`config.mk`:
```
export PLATFORM = sky130hd
export DESIGN_NAME = path_speed_accel_profiler
export DESIGN_NICKNAME = d
export VERILOG_FILES = /design/src/rtl/core/psap_pkg.sv /design/src/rtl/core/path_speed_accel_profiler.sv
export VERILOG_INCLUDE_DIRS = /design/src /design/src/rtl/core
export SDC_FILE = /design/constraint.sdc
export NUM_CORES = 2
export LEC_CHECK = 0
export BUFFER_PORTS_ARGS = -buffer_cell sky130_fd_sc_hd__buf_2
export CAP_MARGIN = 25
export CORE_MARGIN = 4
export CORE_UTILIZATION = 35
export DETAILED_ROUTE_END_ITERATION = 8
export HOLD_SLACK_MARGIN = 0.1
export SLEW_MARGIN = 20
export SYNTH_ARGS = -nofsm -noshare
export SYNTH_HDL_FRONTEND = slang
export SYNTH_SLANG_ARGS = --single-unit
```
`constraint.sdc`:
```
create_clock -name clk -period 9.7 [get_ports clk]
set_input_delay 1.94 -clock clk [delete_from_list [all_inputs] [get_ports clk]]
set_output_delay 1.94 -clock clk [all_outputs]
set_load 0.03 [all_outputs]
```
`src/rtl/core/path_speed_accel_profiler_defines.svh`:
```
// Assertion macros shared by the profiler RTL.
// Expects clk and arst_n in the scope of each use; empty when SYNTH is defined.
`ifndef PATH_SPEED_ACCEL_PROFILER_DEFINES_SVH
`define PATH_SPEED_ACCEL_PROFILER_DEFINES_SVH

`ifndef SYNTH

`define PSAP_ASSERT_IMP(label, ante, cons) \
	label: assert property (@(posedge clk) disable iff (!arst_n) (ante) |-> (cons)) \
		else $error("psap: same-cycle check failed");

`define PSAP_ASSERT_NXT(label, ante, cons) \
	label: assert property (@(posedge clk) disable iff (!arst_n) (ante) |=> (cons)) \
		else $error("psap: next-cycle check failed");

`else

`define PSAP_ASSERT_IMP(label, ante, cons)

`define PSAP_ASSERT_NXT(label, ante, cons)

`endif

`endif

```
`src/rtl/core/psap_pkg.sv`:
```
// Package for the path speed and acceleration profiler.
// Holds payload structs, register indexes, the quarter-wave sine table and helpers.
package psap_pkg;

	localparam int CFG_INDEX_W = 1;
	localparam int CFG_DATA_W = 23;

	localparam logic [CFG_INDEX_W-1:0] REG_STEP_TIME = 1'd0;
	localparam logic [CFG_INDEX_W-1:0] REG_INVERSE_STEP = 1'd1;

	typedef struct packed {
		logic signed [31:0] x_position;
		logic signed [31:0] y_position;
		logic [15:0] heading;
		logic run_end;
	} point_t;

	typedef struct packed {
		logic signed [31:0] velocity;
		logic signed [31:0] acceleration;
		logic [47:0] elapsed_time;
		logic status;
		logic last_of_run;
	} result_t;

	typedef struct packed {
		logic [4:0] idx;
		logic [9:0] frac;
		logic neg;
	} sine_sel_t;

	localparam logic [16:0] SINE_BASE [17] = '{
		17'd0, 17'd6424, 17'd12785, 17'd19024, 17'd25080, 17'd30893, 17'd36410,
		17'd41576, 17'd46341, 17'd50660, 17'd54491, 17'd57798, 17'd60547,
		17'd62714, 17'd64277, 17'd65220, 17'd65536
	};

	localparam logic [12:0] SINE_STEP [17] = '{
		13'd6424, 13'd6361, 13'd6239, 13'd6056, 13'd5813, 13'd5517, 13'd5166,
		13'd4765, 13'd4319, 13'd3831, 13'd3307, 13'd2749, 13'd2167, 13'd1563,
		13'd943, 13'd316, 13'd0
	};

	function automatic sine_sel_t sine_select(input logic [15:0] angle);
		sine_sel_t sel;
		logic [14:0] r;
		if (angle[14]) begin
			r = 15'd16384 - {1'b0, angle[13:0]};
		end else begin
			r = {1'b0, angle[13:0]};
		end
		sel.idx = r[14:10];
		sel.frac = r[9:0];
		sel.neg = angle[15];
		return sel;
	endfunction

	function automatic logic signed [17:0] sine_finish(input sine_sel_t sel,
			input logic [22:0] step_prod);
		logic [22:0] rounded;
		logic [16:0] mag;
		rounded = step_prod + 23'd512;
		mag = SINE_BASE[sel.idx] + {4'd0, rounded[22:10]};
		if (sel.neg) begin
			return -$signed({1'b0, mag});
		end
		return $signed({1'b0, mag});
	endfunction

	function automatic logic signed [31:0] sat32(input logic signed [41:0] v);
		if (v > 42'sd2147483647) begin
			return 32'sh7FFF_FFFF;
		end
		if (v < -42'sd2147483648) begin
			return 32'sh8000_0000;
		end
		return v[31:0];
	endfunction

endpackage

```
`src/rtl/core/path_speed_accel_profiler.sv`:
```
// Path speed and acceleration profiler: central-difference speed along heading and
// forward-difference acceleration over a run of path points. Depends on psap_pkg and
// the assertion macros in path_speed_accel_profiler_defines.svh.
//
// The first two points of a run are taken in idle without the multiplier. Every later
// point steps one shared 34 by 24 bit signed multiplier through the cosine and sine
// interpolation, the two projection products, the two halves of the scaling by 1/dt and
// the acceleration product. A point marked run_end then adds another difference and
// acceleration product for the tail, then the closing result. The point stall stays
// high from acceptance until the last result of the point has been loaded into the
// output register; results are one deep and a finished result may wait there while
// the next point is taken.
`include "path_speed_accel_profiler_defines.svh"

module path_speed_accel_profiler (
	input logic clk,
	input logic arst_n,
	input logic point_valid,
	output logic point_stall,
	input psap_pkg::point_t point,
	output logic result_valid,
	input logic result_stall,
	output psap_pkg::result_t result,
	input logic cfg_valid,
	output logic cfg_ready,
	input logic [psap_pkg::CFG_INDEX_W-1:0] cfg_index,
	input logic [psap_pkg::CFG_DATA_W-1:0] cfg_data
);
	import psap_pkg::*;

	localparam logic [3:0] ST_IDLE = 4'd0;
	localparam logic [3:0] ST_COS = 4'd1;
	localparam logic [3:0] ST_SIN = 4'd2;
	localparam logic [3:0] ST_PX = 4'd3;
	localparam logic [3:0] ST_PY = 4'd4;
	localparam logic [3:0] ST_PSUM = 4'd5;
	localparam logic [3:0] ST_VL = 4'd6;
	localparam logic [3:0] ST_VH = 4'd7;
	localparam logic [3:0] ST_VSUM = 4'd8;
	localparam logic [3:0] ST_DIFF = 4'd9;
	localparam logic [3:0] ST_AMUL = 4'd10;
	localparam logic [3:0] ST_EMITV = 4'd11;
	localparam logic [3:0] ST_EMIT0 = 4'd12;
	localparam logic [3:0] ST_EMITZ = 4'd13;

	logic [3:0] state_q;
	logic [1:0] pts_q;
	logic [19:0] step_q;
	logic [22:0] inv_q;
	logic signed [31:0] xw0_q, xw1_q, yw0_q, yw1_q;
	logic [15:0] hp_q;
	logic signed [31:0] vpend_q;
	logic [47:0] time_q;
	logic end_q, tail_q, err_q;
	logic out_valid_q;
	result_t out_q;

	logic signed [32:0] dx_q, dy_q;
	logic [15:0] ang_q;
	logic signed [17:0] c_q, s_q;
	logic signed [57:0] prod_q;
	logic [50:0] acc_q;
	logic signed [31:0] vc_q;
	logic signed [32:0] diff_q;

	logic accept;
	logic out_free, out_load;
	result_t out_d;
	sine_sel_t cos_sel, sin_sel;
	logic signed [33:0] mul_a;
	logic signed [23:0] mul_b;
	logic mul_en;
	logic signed [57:0] prod_d;
	logic signed [57:0] vsum;
	logic signed [57:0] asum;
	logic signed [31:0] accel;
	logic [48:0] time_sum;
	logic [47:0] time_next;

	assign accept = point_valid && !point_stall;
	assign point_stall = (state_q != ST_IDLE);
	assign cfg_ready = 1'b1;
	assign result_valid = out_valid_q;
	assign result = out_q;
	assign out_free = !out_valid_q || !result_stall;

	assign cos_sel = sine_select(ang_q + 16'd16384);
	assign sin_sel = sine_select(ang_q);

	always_comb begin
		mul_a = '0;
		mul_b = '0;
		mul_en = 1'b1;
		case (state_q)
			ST_COS: begin
				mul_a = $signed({21'd0, SINE_STEP[cos_sel.idx]});
				mul_b = $signed({14'd0, cos_sel.frac});
			end
			ST_SIN: begin
				mul_a = $signed({21'd0, SINE_STEP[sin_sel.idx]});
				mul_b = $signed({14'd0, sin_sel.frac});
			end
			ST_PX: begin
				mul_a = 34'(dx_q);
				mul_b = 24'(c_q);
			end
			ST_PY: begin
				mul_a = 34'(dy_q);
				mul_b = 24'(s_q);
			end
			ST_VL: begin
				mul_a = $signed({17'd0, acc_q[16:0]});
				mul_b = $signed({1'b0, inv_q});
			end
			ST_VH: begin
				mul_a = $signed(acc_q[50:17]);
				mul_b = $signed({1'b0, inv_q});
			end
			ST_AMUL: begin
				mul_a = 34'(diff_q);
				mul_b = $signed({1'b0, inv_q});
			end
			default: begin
				mul_en = 1'b0;
			end
		endcase
	end

	assign prod_d = mul_a * mul_b;

	assign vsum = prod_q + $signed({34'd0, acc_q[40:17]});
	assign asum = prod_q + 58'sd32768;
	assign accel = sat32(asum[57:16]);

	assign time_sum = {1'b0, time_q} + {29'd0, step_q};
	assign time_next = time_sum[48] ? '1 : time_sum[47:0];

	always_comb begin
		out_d.velocity = '0;
		out_d.acceleration = '0;
		out_d.elapsed_time = time_q;
		out_d.status = 1'b0;
		out_d.last_of_run = 1'b0;
		case (state_q)
			ST_EMITV: begin
				out_d.velocity = vpend_q;
				out_d.acceleration = accel;
			end
			ST_EMITZ: begin
				out_d.status = err_q;
				out_d.last_of_run = 1'b1;
			end
			default: begin
			end
		endcase
	end

	assign out_load = out_free &&
		(state_q == ST_EMITV || state_q == ST_EMIT0 || state_q == ST_EMITZ);

	always_ff @(posedge clk or negedge arst_n) begin
		if (!arst_n) begin
			state_q <= ST_IDLE;
			pts_q <= 2'd0;
			step_q <= 20'd100000;
			inv_q <= 23'd655360;
			xw0_q <= '0;
			xw1_q <= '0;
			yw0_q <= '0;
			yw1_q <= '0;
			hp_q <= '0;
			vpend_q <= '0;
			time_q <= '0;
			end_q <= 1'b0;
			tail_q <= 1'b0;
			err_q <= 1'b0;
			out_valid_q <= 1'b0;
		end else begin
			if (cfg_valid && cfg_ready) begin
				case (cfg_index)
					REG_STEP_TIME: step_q <= cfg_data[19:0];
					REG_INVERSE_STEP: inv_q <= cfg_data;
					default: begin
					end
				endcase
			end

			if (out_load) begin
				out_valid_q <= 1'b1;
				time_q <= (state_q == ST_EMITZ) ? '0 : time_next;
			end else if (!result_stall) begin
				out_valid_q <= 1'b0;
			end

			case (state_q)
				ST_IDLE: begin
					if (accept) begin
						xw0_q <= xw1_q;
						xw1_q <= point.x_position;
						yw0_q <= yw1_q;
						yw1_q <= point.y_position;
						hp_q <= point.heading;
						end_q <= point.run_end;
						tail_q <= 1'b0;
						err_q <= (pts_q == 2'd0) && point.run_end;
						pts_q <= (pts_q == 2'd0) ? 2'd1 : 2'd2;
						if (pts_q[1]) begin
							state_q <= ST_COS;
						end else if (point.run_end) begin
							state_q <= pts_q[0] ? ST_EMIT0 : ST_EMITZ;
						end
					end
				end
				ST_COS: state_q <= ST_SIN;
				ST_SIN: state_q <= ST_PX;
				ST_PX: state_q <= ST_PY;
				ST_PY: state_q <= ST_PSUM;
				ST_PSUM: state_q <= ST_VL;
				ST_VL: state_q <= ST_VH;
				ST_VH: state_q <= ST_VSUM;
				ST_VSUM: state_q <= ST_DIFF;
				ST_DIFF: state_q <= ST_AMUL;
				ST_AMUL: state_q <= ST_EMITV;
				ST_EMITV: begin
					if (out_load) begin
						if (tail_q) begin
							state_q <= ST_EMITZ;
						end else begin
							vpend_q <= vc_q;
							if (end_q) begin
								tail_q <= 1'b1;
								state_q <= ST_DIFF;
							end else begin
								state_q <= ST_IDLE;
							end
						end
					end
				end
				ST_EMIT0: begin
					if (out_load) begin
						state_q <= ST_EMITZ;
					end
				end
				ST_EMITZ: begin
					if (out_load) begin
						xw0_q <= '0;
						xw1_q <= '0;
						yw0_q <= '0;
						yw1_q <= '0;
						hp_q <= '0;
						vpend_q <= '0;
						pts_q <= 2'd0;
						tail_q <= 1'b0;
						state_q <= ST_IDLE;
					end
				end
				default: state_q <= ST_IDLE;
			endcase
		end
	end

	always_ff @(posedge clk) begin
		if (out_load) begin
			out_q <= out_d;
		end
		if (mul_en) begin
			prod_q <= prod_d;
		end
		if (accept) begin
			dx_q <= 33'(point.x_position) - 33'(xw0_q);
			dy_q <= 33'(point.y_position) - 33'(yw0_q);
			ang_q <= hp_q;
		end
		case (state_q)
			ST_SIN: c_q <= sine_finish(cos_sel, prod_q[22:0]);
			ST_PX: s_q <= sine_finish(sin_sel, prod_q[22:0]);
			ST_PY: acc_q <= prod_q[50:0];
			ST_PSUM: acc_q <= acc_q + prod_q[50:0];
			ST_VH: acc_q <= {11'd0, prod_q[39:0]} + (51'd1 << 32);
			ST_VSUM: vc_q <= sat32(vsum[57:16]);
			ST_DIFF: diff_q <= (tail_q ? 33'sd0 : 33'(vc_q)) - 33'(vpend_q);
			default: begin
			end
		endcase
	end

	`PSAP_ASSERT_NXT(a_interior_starts_seq, accept && pts_q[1], state_q == ST_COS)
	`PSAP_ASSERT_NXT(a_last_clears_run, out_load && state_q == ST_EMITZ,
		pts_q == 2'd0 && time_q == '0 && vpend_q == '0)
	`PSAP_ASSERT_NXT(a_last_returns_idle, out_load && out_d.last_of_run, state_q == ST_IDLE)
	`PSAP_ASSERT_IMP(a_error_is_last, result_valid && result.status, result.last_of_run)

endmodule

```
==> results.tsv <==
stage	metric	value	unit
run_status	outcome	finished with violations	
run_status	violated checks	setup timing	
worst_hold_path	Hold Path Class	reg -> reg	
cts	CTS Buf Count	68	
logic_synthesis	YS warnings	0	
logic_synthesis	mux contribution to synthesized area	0.840	%
logic_synthesis	largest family of logic cells by synthesized area	adder cells	
cts	clk root buf	clkbuf_16	
global_route	first-pass GRT wire length	349000	um
placement	RD Place Congestion	0.968	
routing	Iter 0 DRT Violations	4289	
floorplan	DIE AREA	203000	sq um
cts	CTS max path bufs	3	
placement	Placed Instance Area	76600	sq um
global_route	vias in the first global route	57434	
timing	RSZ-0062 raised after global routing	true	
cts	CTS tree	done	
cts	Clock Sinks	683	
timing	max_slew headroom	29.0	%
logic_synthesis	Compound-Gate Fraction of Synth Area	11.7	%
routing	DR pass1 iterations	9	
critical_path	WS Path Type	reg -> reg	
logic_synthesis	unique cell type count in the Yosys netlist	92	
cts	clock slew seen by the registers of the worst setup and hold paths	0.07	ns
critical_path	worst path arrival time	10.40	ns
routing	DR WL/cell	21.3	um
finish	Finished Core Util	41.4	%
finish	Final #Nets	9297	
critical_path	crit start category	register	
run	max-cap viol count	0	
critical_path	CP Max Fanout	5	
cts	Skew-Pair Late Insertion Delay	0.66	ns
logic_synthesis	Post-synth top flop	edfxtp_1	
logic_synthesis	Synth Area in Adders	31.6	%
global_route	pin count of the biggest net entering global routing	123	
placement	post-DP HPWL	182000	um
floorplan	FP Rows	162	
finish	commonest non-fill, non-tap cell in the layout	nand2_1	
cts	H-tree levels	3	
critical_path	Crit-path slowest cell	or4b_2	
timing	setup violators final	3	
floorplan	die height	450	um
floorplan	initial core utilization	35.2	%
logic_synthesis	register area share after synthesis	27.9	%
placement	placed cells	10457	
timing	fin crit period	9.89	ns
critical_path	Max stage delay on crit path	0.61	ns
timing	final worst slack	-0.190	ns
critical_path	Top cell by count, worst path	fa_1	
logic_synthesis	async set-reset flop share out of synthesis	40.6	%
critical_path	WP data required	10.21	ns
timing	final-report hold violation count	0	
global_route	initial antenna violation count	7	
critical_path	buffers and inverters on the worst path	9	
global_route	Congestion Overflow GR	0	
timing	Worst-Margin Slew	1.06	ns
global_route	Total Routing Usage GR	22.2	%
routing	Detail Route Antenna Nets	0	
routing	Post-Route WL	226000	um
finish	Area Growth Syn to Fin	17.7	%
logic_synthesis	Mapped Area	68500	sq um
logic_synthesis	FF+latch count, synth	683	
logic_synthesis	synthesized net count	8760	
floorplan	I/O Pins	227	
routing	vias	55459	
floorplan	DIE WIDTH	450	um
critical_path	CP Capture Type	register	
cts	CTS Hold Buffers Added	0	
finish	layout cells sized above 1	16.0	%
timing	Final period util	102	%
critical_path	CP top delay family	adder cells	
finish	most frequent cells in the layout	1212 x nand2_1, 1057 x inv_1, 809 x fa_1, 483 x buf_4, 406 x edfxtp_1	
logic_synthesis	Mapped Cells	7423	
timing	Final TNS setup	-0.304	ns
placement	IO Port Bufs	225	
timing	highest clock rate	101	MHz
timing	Worst Clk Skew	0.0233	ns
finish	finished layout cell area	80600	sq um
floorplan	core area	195000	sq um
logic_synthesis	mean area per synthesized cell	9.23	sq um
logic_synthesis	simple-gate share of the synthesized area	15.6	%
timing	Slew Limit Fails	0	
logic_synthesis	XOR/XNOR share of the synthesized area	4.52	%
routing	# DRC	0	
finish	non-filler instance count after layout	10637	
logic_synthesis	Post-synth EDFFs	406	
routing	via/cell ratio	5.21	
[synthesized netlist by cell type (96+ instances only)]
cell type  number  area (sq um)
xor2_1        121          1060
dfrtp_1       269          6730
a21o_1        131           983
xnor2_1       229          2010
fa_1          834         16700
nand3_1       258          1290
ha_1          393          4920
o21ai_0       343          1720
a21oi_1       333          1670
nor2_1        406          1520
nor3_1         96           480
nand2_1      1231          4620
clkbuf_1      299          1120
edfxtp_1      406         12200
inv_1        1091          4100
[what timing repair did]
action | 4_1_cts | 5_1_grt
endpoints found under the setup margin | 22 | 23
buffers inserted | 32 | 26
cloned | 2 | 0
pin swaps | 68 | 107
resized for setup | 160 | 139
[layer usage]
| metal | vias up | GRT usage (%) | share of wire [%] |
|---|---|---|---|
| li1 | 25383 | - | - |
| met1 | 28107 | 29.4 | 42 |
| met2 | 1626 | 37.3 | 48 |
| met3 | 341 | 2.76 | 5.2 |
| met4 | 2 | 7.71 | 4.0 |
| met5 | - | 0 | 0.0057 |
[through the flow]
stage / worst slack, ns / hold WS, ns
detailed placement: -0.922 / 0.434
finish: -0.190 / 0.451
floorplan: 0.00212 / 0.425
global placement: -0.789 / 0.433
global route: -0.502 / 0.466
CTS: -0.274 / 0.452
[final timing paths]
| path | from | end | slack, ns | cells past startpoint |
|---|---|---|---|---|
| hold / removal | hp_q[15] | ang_q[15] | 0.45 | 0 |
| setup reg to reg | ang_q[1] | prod_q[55] | -0.19 | 39 |
| setup / recovery | ang_q[1] | prod_q[55] | -0.19 | 39 |
| max in group asynchronous | arst_n | yw1_q[0] | 6.90 | 2 |
| hold reg to reg | hp_q[15] | ang_q[15] | 0.45 | 0 |
| min in group asynchronous | arst_n | xw0_q[31] | 1.31 | 1 |
[registers in the layout, summed over array words and instances (netlist names), 2 cells and up]
register / flops
result: 114
prod_q: 58
acc_q: 51
time_q: 48
diff_q: 33
dx_q: 33
dy_q: 33
vc_q: 32
vpend_q: 32
xw0_q: 32
xw1_q: 32
yw0_q: 32
yw1_q: 32
inv_q: 23
step_q: 20
c_q: 18
s_q: 18
ang_q: 16
hp_q: 16
state_q: 4
pts_q: 2
[worst reg2reg max path, delay by kind of cell (launching register included)]
kind | cells | cell delay (ns)
buffers and inverters | 9 | 0.92
XOR/XNOR | 1 | 0.15
AO/OA/AOI/OAI | 9 | 2.05
AND/OR/NAND/NOR | 10 | 2.21
flip-flops | 1 | 0.38
adder cells (fa/ha/maj) | 10 | 4.07
[kinds of logic after synthesis]
family                     Yosys count
and+or+nand+nor                   2407
buffers and inverters             1430
AOI/OAI and AO/OA                 1272
adders and majority gates         1227
DFF                                683
xor gates and xnor gates           351
muxes                               52
other                                1
[cell type report]
cell class | count | area, sq um
Clock inverter | 44 | 475
Timing Repair Buffer | 803 | 6400
Clock buffer | 78 | 1810
Tap cell | 2624 | 3280
Multi-Input combinational cell | 5310 | 45400
Antenna cell | 1 | 2.50
Fill cell | 19157 | 114000
Sequential cell | 683 | 19100
Inverter | 1094 | 4130
Power is not shown: default switching activity piles up to over one toggle a cycle in this logic, so the estimate is an artifact.
